==> src/hw/rtl/tba_pkg.sv <==
`timescale 1ns / 1ps

package tba_pkg;

  // Number of credit domains kept in state
  localparam int DOMAINS = 4;
  // Width of the domain field
  localparam int DOM_W = 2;
  // Bits needed to select one stored domain
  localparam int DOM_SEL_W = (DOMAINS > 1) ? $clog2(DOMAINS) : 1;
  // Domain limit in the width of a widened domain field
  localparam logic [DOM_W:0] DOMAINS_LIM = (DOM_W + 1)'(DOMAINS);

  localparam int DATA_W = 32;
  localparam int FLOOR_REGS = 4;
  localparam int CFG_IDX_W = 3;

  // Configuration register indexes
  localparam logic [CFG_IDX_W-1:0] REG_FLOOR_DOMAIN0 = 3'd0;
  localparam logic [CFG_IDX_W-1:0] REG_INITIAL_SHARED = 3'd4;
  localparam logic [CFG_IDX_W-1:0] REG_INITIAL_EMERGENCY = 3'd5;

  typedef enum logic [1:0] {
    CMD_REQUEST = 2'd0,
    CMD_RELEASE = 2'd1,
    CMD_RELOAD  = 2'd2
  } cmd_e;

  typedef struct packed {
    logic [FLOOR_REGS-1:0][DATA_W-1:0] floor;
    logic [DATA_W-1:0]                 shared;
    logic [DATA_W-1:0]                 emergency;
  } cfg_t;

  typedef struct packed {
    cmd_e              cmd;
    logic [DOM_W-1:0]  domain;
    logic [DATA_W-1:0] units;
    logic              critical;
  } item_t;

  typedef struct packed {
    logic [DATA_W-1:0] granted;
    logic [DATA_W-1:0] domain_borrowed;
    logic [DATA_W-1:0] shared_left;
    logic [DATA_W-1:0] emergency_left;
  } result_t;

endpackage

==> src/hw/rtl/tba_cfg_regs.sv <==
`timescale 1ns / 1ps

module tba_cfg_regs (
  input  logic                          clk,
  input  logic                          rst,
  input  logic                          cfg_wr_en,
  input  logic [tba_pkg::CFG_IDX_W-1:0] cfg_index,
  input  logic [tba_pkg::DATA_W-1:0]    cfg_data,
  output tba_pkg::cfg_t                 cfg
);
  import tba_pkg::*;

  localparam logic [CFG_IDX_W-1:0] FLOOR_END = REG_FLOOR_DOMAIN0 + CFG_IDX_W'(FLOOR_REGS);

  logic [$clog2(FLOOR_REGS)-1:0] floor_sel;

  assign floor_sel = cfg_index[$clog2(FLOOR_REGS)-1:0];

  // Store register writes; drop unknown indexes
  always_ff @(posedge clk) begin
    if (rst) begin
      cfg <= '0;
    end else if (cfg_wr_en) begin
      if (cfg_index < FLOOR_END) begin
        cfg.floor[floor_sel] <= cfg_data;
      end else if (cfg_index == REG_INITIAL_SHARED) begin
        cfg.shared <= cfg_data;
      end else if (cfg_index == REG_INITIAL_EMERGENCY) begin
        cfg.emergency <= cfg_data;
      end
    end
  end

endmodule

==> src/hw/rtl/tba_core.sv <==
`timescale 1ns / 1ps

module tba_core (
  input  logic             clk,
  input  logic             rst,
  input  logic             step,
  input  tba_pkg::item_t   item,
  input  tba_pkg::cfg_t    cfg,
  output tba_pkg::result_t res
);
  import tba_pkg::*;

  logic [DATA_W-1:0] remaining [DOMAINS];
  logic [DATA_W-1:0] borrowed [DOMAINS];
  logic [DATA_W-1:0] shared_pool;
  logic [DATA_W-1:0] emergency_pool;

  logic [DATA_W-1:0] remaining_next [DOMAINS];
  logic [DATA_W-1:0] borrowed_next [DOMAINS];
  logic [DATA_W-1:0] shared_pool_next;
  logic [DATA_W-1:0] emergency_pool_next;

  logic                 dom_ok;
  logic [DOM_SEL_W-1:0] dsel;
  logic [DATA_W-1:0]    rem_sel;
  logic [DATA_W-1:0]    bor_sel;
  logic [DATA_W-1:0]    take_own;
  logic [DATA_W-1:0]    take_shared;
  logic [DATA_W-1:0]    take_emg;
  logic [DATA_W-1:0]    want_shared;
  logic [DATA_W-1:0]    want_emg;
  logic [DATA_W+1:0]    bor_sum;
  logic [DATA_W-1:0]    bor_new;
  logic [DATA_W:0]      rel_sum;
  logic [DATA_W-1:0]    rel_shared;

  assign dom_ok  = ({1'b0, item.domain} < DOMAINS_LIM);
  assign dsel    = DOM_SEL_W'(item.domain);
  assign rem_sel = remaining[dsel];
  assign bor_sel = borrowed[dsel];

  // Take from own credit, then shared pool, then emergency reserve for critical requests
  always_comb begin
    take_own    = (rem_sel < item.units) ? rem_sel : item.units;
    want_shared = item.units - take_own;
    take_shared = (shared_pool < want_shared) ? shared_pool : want_shared;
    want_emg    = want_shared - take_shared;
    if (item.critical) begin
      take_emg = (emergency_pool < want_emg) ? emergency_pool : want_emg;
    end else begin
      take_emg = '0;
    end
  end

  // Saturate the borrowed total and the released shared pool
  always_comb begin
    bor_sum    = {2'b00, bor_sel} + {2'b00, take_shared} + {2'b00, take_emg};
    bor_new    = (|bor_sum[DATA_W+1:DATA_W]) ? '1 : bor_sum[DATA_W-1:0];
    rel_sum    = {1'b0, shared_pool} + {1'b0, rem_sel};
    rel_shared = rel_sum[DATA_W] ? '1 : rel_sum[DATA_W-1:0];
  end

  // Select the next state for the command
  always_comb begin
    for (int i = 0; i < DOMAINS; i++) begin
      remaining_next[i] = remaining[i];
      borrowed_next[i]  = borrowed[i];
    end
    shared_pool_next    = shared_pool;
    emergency_pool_next = emergency_pool;
    case (item.cmd)
      CMD_REQUEST: begin
        if (dom_ok) begin
          remaining_next[dsel] = rem_sel - take_own;
          borrowed_next[dsel]  = bor_new;
          shared_pool_next     = shared_pool - take_shared;
          emergency_pool_next  = emergency_pool - take_emg;
        end
      end
      CMD_RELEASE: begin
        if (dom_ok) begin
          remaining_next[dsel] = '0;
          shared_pool_next     = rel_shared;
        end
      end
      CMD_RELOAD: begin
        for (int i = 0; i < DOMAINS; i++) begin
          remaining_next[i] = cfg.floor[i];
          borrowed_next[i]  = '0;
        end
        shared_pool_next    = cfg.shared;
        emergency_pool_next = cfg.emergency;
      end
      default: begin
      end
    endcase
  end

  // Build the result of this transaction
  always_comb begin
    if (item.cmd == CMD_REQUEST && dom_ok) begin
      res.granted = take_own + take_shared + take_emg;
    end else begin
      res.granted = '0;
    end
    res.domain_borrowed = dom_ok ? borrowed_next[dsel] : '0;
    res.shared_left     = shared_pool_next;
    res.emergency_left  = emergency_pool_next;
  end

  // Commit the state on each step
  always_ff @(posedge clk) begin
    if (rst) begin
      for (int i = 0; i < DOMAINS; i++) begin
        remaining[i] <= '0;
        borrowed[i]  <= '0;
      end
      shared_pool    <= '0;
      emergency_pool <= '0;
    end else if (step) begin
      for (int i = 0; i < DOMAINS; i++) begin
        remaining[i] <= remaining_next[i];
        borrowed[i]  <= borrowed_next[i];
      end
      shared_pool    <= shared_pool_next;
      emergency_pool <= emergency_pool_next;
    end
  end

endmodule

==> src/hw/rtl/tiered_budget_allocator_top.sv <==
`timescale 1ns / 1ps
// Channel  Direction  Handshake           Payload
// in       input      in_valid/in_stall   cmd, domain, units, critical
// out      output     out_valid/out_stall granted, domain_borrowed, shared_left,
//                                         emergency_left
// cfg      input      cfg_wr_en           cfg_index, cfg_data
//
// Takes one transaction per cycle unless the output stalls; it is held in the input
// register, its result in the output register. The core reads and rewrites the per-domain
// state on each step, which sets that rate. Reset is synchronous and clears state, config
// and both valid flags. A stalled output holds its result while one more transaction
// waits in the input register; further input is stalled until the output drains.

module tiered_budget_allocator_top (
  input  logic                          clk,
  input  logic                          rst,
  input  logic                          in_valid,
  output logic                          in_stall,
  input  logic [1:0]                    cmd,
  input  logic [tba_pkg::DOM_W-1:0]     domain,
  input  logic [tba_pkg::DATA_W-1:0]    units,
  input  logic                          critical,
  output logic                          out_valid,
  input  logic                          out_stall,
  output logic [tba_pkg::DATA_W-1:0]    granted,
  output logic [tba_pkg::DATA_W-1:0]    domain_borrowed,
  output logic [tba_pkg::DATA_W-1:0]    shared_left,
  output logic [tba_pkg::DATA_W-1:0]    emergency_left,
  input  logic                          cfg_wr_en,
  input  logic [tba_pkg::CFG_IDX_W-1:0] cfg_index,
  input  logic [tba_pkg::DATA_W-1:0]    cfg_data
);
  import tba_pkg::*;

  cfg_t    cfg;
  item_t   item;
  result_t res_comb;
  result_t res;
  logic    item_valid;
  logic    advance;
  logic    in_take;

  tba_cfg_regs u_cfg (
    .clk       (clk),
    .rst       (rst),
    .cfg_wr_en (cfg_wr_en),
    .cfg_index (cfg_index),
    .cfg_data  (cfg_data),
    .cfg       (cfg)
  );

  tba_core u_core (
    .clk  (clk),
    .rst  (rst),
    .step (advance),
    .item (item),
    .cfg  (cfg),
    .res  (res_comb)
  );

  // Move the held transaction on when the output register is free or draining
  assign advance  = item_valid && (!out_valid || !out_stall);
  assign in_stall = item_valid && !advance;
  assign in_take  = in_valid && !in_stall;

  // Hold the incoming transaction
  always_ff @(posedge clk) begin
    if (rst) begin
      item_valid <= 1'b0;
    end else if (in_take) begin
      item_valid <= 1'b1;
    end else if (advance) begin
      item_valid <= 1'b0;
    end
  end

  always_ff @(posedge clk) begin
    if (in_take) begin
      item.cmd      <= cmd_e'(cmd);
      item.domain   <= domain;
      item.units    <= units;
      item.critical <= critical;
    end
  end

  // Register the result
  always_ff @(posedge clk) begin
    if (rst) begin
      out_valid <= 1'b0;
    end else if (advance) begin
      out_valid <= 1'b1;
    end else if (!out_stall) begin
      out_valid <= 1'b0;
    end
  end

  always_ff @(posedge clk) begin
    if (advance) begin
      res <= res_comb;
    end
  end

  assign granted         = res.granted;
  assign domain_borrowed = res.domain_borrowed;
  assign shared_left     = res.shared_left;
  assign emergency_left  = res.emergency_left;

endmodule

==> config.mk <==
export PLATFORM = sky130hd
export DESIGN_NAME = tiered_budget_allocator_top
export DESIGN_NICKNAME = d
export VERILOG_FILES = /design/src/hw/rtl/tba_pkg.sv /design/src/hw/rtl/tba_cfg_regs.sv /design/src/hw/rtl/tba_core.sv /design/src/hw/rtl/tiered_budget_allocator_top.sv
export SDC_FILE = /design/constraint.sdc
export NUM_CORES = 2
export LEC_CHECK = 0
export BUFFER_PORTS_ARGS = -buffer_cell sky130_fd_sc_hd__buf_2
export CAP_MARGIN = 20
export CORE_UTILIZATION = 50
export DETAILED_ROUTE_END_ITERATION = 8
export GPL_TIMING_DRIVEN = 1
export PLACE_DENSITY = 0.71
export SKIP_CTS_REPAIR_TIMING = 1
export SYNTH_ARGS = -nofsm -noshare
export SYNTH_HDL_FRONTEND = slang
export SYNTH_SLANG_ARGS = --single-unit
==> constraint.sdc <==
create_clock -name clk -period 40.3 [get_ports clk]
set_input_delay 10.075 -clock clk [delete_from_list [all_inputs] [get_ports clk]]
set_output_delay 10.075 -clock clk [all_outputs]
set_load 0.01 [all_outputs]
==> results.md <==
* Starting density of the core at 0.5054
* Via Count at 45011
* Clock skew at 0.04024 ns
* Worst skew pair latency at just under 0.7 ns
* Fin Setup TNS at 0 ns
* Largest net degree at the start of global routing at about 180
* Die Y-Extent at around 310 um
* Count of cell types in the netlist at 116
* Crit Path Max Fanout at a little over 70
* FF+latch count, synth at 681
* Area share of xor/xnor cells in the synthesized design at 0.03937
* Drt total wl at approximately 170000 um
* Tmin final at ~23 ns
* Crit end category: flip-flop
* Initial antenna violation count at 11
* VDD IR max at slightly below 0.04 mV
* Input/output buffers at between 200 and 250
* Synth Area in Adders at 0.1068
* Clock root buffer: clkbuf_16
* Worst EP arrival at 23.34 ns
* Post-synthesis cell count at 5632
* GRT Overall Usage at 0.3425
* First-pass GRT wire length at about 260000 um
* Total grt overflow at 0
* CTS H-Tree Depth at 3
* WHS at around 0.45 ns
* Main combinational cell family by area after synthesis: compound AO/OA/AOI/OAI gates
* Row cnt at ~110
* Fin util at 0.5524
* Maximum clock rate at roughly 44 MHz
* Clock Sink Count at ~680
* Remaining DRCs at 50
* GP Congestion at between 1 and 1.5
* Setup Viol. Count Final at 0
* Mux cell area share after synthesis at 0.04489
* FILL cells at between 8000 and 9000
* DR vias/cell at 6.423
* Vias in the first global route at 41370
* Area fraction in and, or, nand and nor cells after synthesis at 0.1682
* Worst-path clk slew at around 0.06 ns
* Ys Warns at 0
* Fin crit share at 0.5676
* Share of cells above drive strength 1 at 0.1042
* P_leak at around 0.021 uW
* DR iter-0 viols at 5760
* Top_reg_cell synth: edfxtp_1
* Max-cap violations at 0
* Async SR Flop Fraction at 0
* Final hold vios at 0
* Final nets at between 6000 and 7000
* IO Count at 207
* Req. time, crit path at around 41 ns
* Avg Cell Area, Syn at 8.690 sq um
* Antenna viol nets, final at 0
* CP peak stage delay at about 0.74 ns
* Most used cell, CP: o21ai_0
* Crit-path slowest cell: dfxtp_4
* Least-Margin Pin Slew at 1.325 ns
* WL/cell at 24.82 um
* Hold Path Class: flip-flop to flip-flop
* Power per cell area at around 63 nW/um^2
* CP top delay family: compound AO/OA/AOI/OAI gates
* Syn_nets at between 6000 and 7000
* Chip width at 314.9 um
* Failing checks: design-rule violations
* Leading area contributor after synthesis: edfxtp_1
* Post-Synthesis Cell Area at 48940 sq um
* Post-synth EDFFs at between 400 and 500
* Seq/Total Area, Yosys at 0.3646
* Synth Area in Compound Gates at 0.2286
* Startpoint class of the critical path: flip-flop
* CTS max path bufs at 3
* TritonRoute pass-1 iters at 8
* RSZ-0062 raised after global routing: false
* Max-slew violations at 0
* TritonCTS Buffers at 78
* CP Class: flip-flop to flip-flop
* Post-DP HPWL at 127200 um
* Area grow syn2layout at 9.310%
* CTS tree: built
* Core area at 96850 sq um
* Rel. slew slack at 0.1167
* Die Area at a little under 100000 sq um
* Critical path buffer and inverter count at 8
* Synth area leaders: edfxtp_1 26%, dfxtp_1 11%, ha_1 9.0%
* Proportion of netlist area held by the largest area contributor at 0.2583
* Tot Pwr at between 3000 and 4000 uW
* Status: finished with violations
[logic make-up after synthesis]
group | after synthesis
AO/OA/AOI/OAI | 1726
multiplexers | 106
adder cells (fa/ha/maj) | 398
AND/OR/NAND/NOR | 1896
XOR/XNOR | 220
flip-flops | 681
buffers and inverters | 605
[cell usage after synthesis (all sizes together), types with 83 or more instances]
master,count
a211oi,133
nand2,983
nor2,450
clkbuf,273
a311oi,108
xnor2,138
edfxtp,421
o21ai,406
dfxtp,260
inv,288
mux4,90
a21oi,516
nand2b,83
a21o,97
ha,353
[tightest hold or removal path, cell delays in order (launching register included)]
cell     delay (ns)
dfxtp_1        0.30
nand2_1        0.05
a21oi_1        0.05
[through the flow]
step	area (sq um)	setup slack (ns)	cells
CTS	53490	17.88	7004
global placement	50950	18.33	6859
finish	53500	17.43	7008
detailed placement	50980	18.05	6860
floorplan	48940	19.71	5632
global route	53500	15.48	7006
[routing by layer]
metal	GRT usage	wire length (um)	part of all wire	vias to the layer above
li1	-	-	-	20529
met1	0.4706	69870	0.40	21405
met2	0.5252	76380	0.44	2647
met3	0.05381	18540	0.11	422
met4	0.1674	9093	0.052	8
met5	0	50	0.00029	-
[flip-flops by register name, indices dropped and copies added, names as in the netlist, named ones only]
name,flops
u_cfg.cfg,192
u_core.borrowed,128
u_core.remaining,128
item,37
domain_borrowed,32
emergency_left,32
granted,32
shared_left,32
u_core.emergency_pool,32
u_core.shared_pool,32
item_valid,1
out_valid,1
[layout by cell type (no fill, tap or decap), drive strengths merged, types with 13 or more instances in the layout]
cell type	instances
nand2	983
a21oi	516
nor2	450
edfxtp	421
o21ai	406
ha	353
inv	297
buf	265
dfxtp	260
xnor2	138
a211oi	133
a311oi	108
a21o	97
clkbuf	95
mux4	90
nand2b	83
xor2	82
nand3	75
nor3	63
o21a	59
and2	59
nor2b	46
a31oi	45
a22oi	43
a21boi	37
fa	36
clkinv	34
nand4	31
a221oi	31
o21bai	30
o211ai	30
and3	28
o31ai	26
or3	24
or2	19
a2111oi	17
o22ai	14
a22o	13
[worst paths after layout]
kind	startpoint	to	slack [ns]	cells after the start
setup / recovery	flip-flop	u_core.borrowed[3][21]	17.43	96
hold / removal	u_cfg.cfg[110]	u_cfg.cfg[110]	0.45	2
setup reg to reg	flip-flop	u_core.borrowed[3][21]	17.43	96
hold reg to reg	u_cfg.cfg[110]	u_cfg.cfg[110]	0.45	2
[area by class of cell]
class                   count  area (sq um)  area share
flip-flops and latches    681         17850      0.3337
repair buffers            267          1530     0.02860
multi-input cells        4346         28900      0.5402
clock inverters            51         397.9    0.007437
diodes                      3         7.507   0.0001403
clock buffers              93          2111     0.03945
well taps                1276          1597     0.02984
inverters                 291          1104     0.02063
[report_power, final]
part / internal, uW / switching (uW)
Combinational: 656 / 1140
Clock: 397 / 320
Sequential: 808 / 42.7
Total: 1860 / 1500
No activity file was read; power rests on OpenSTA's default activity.
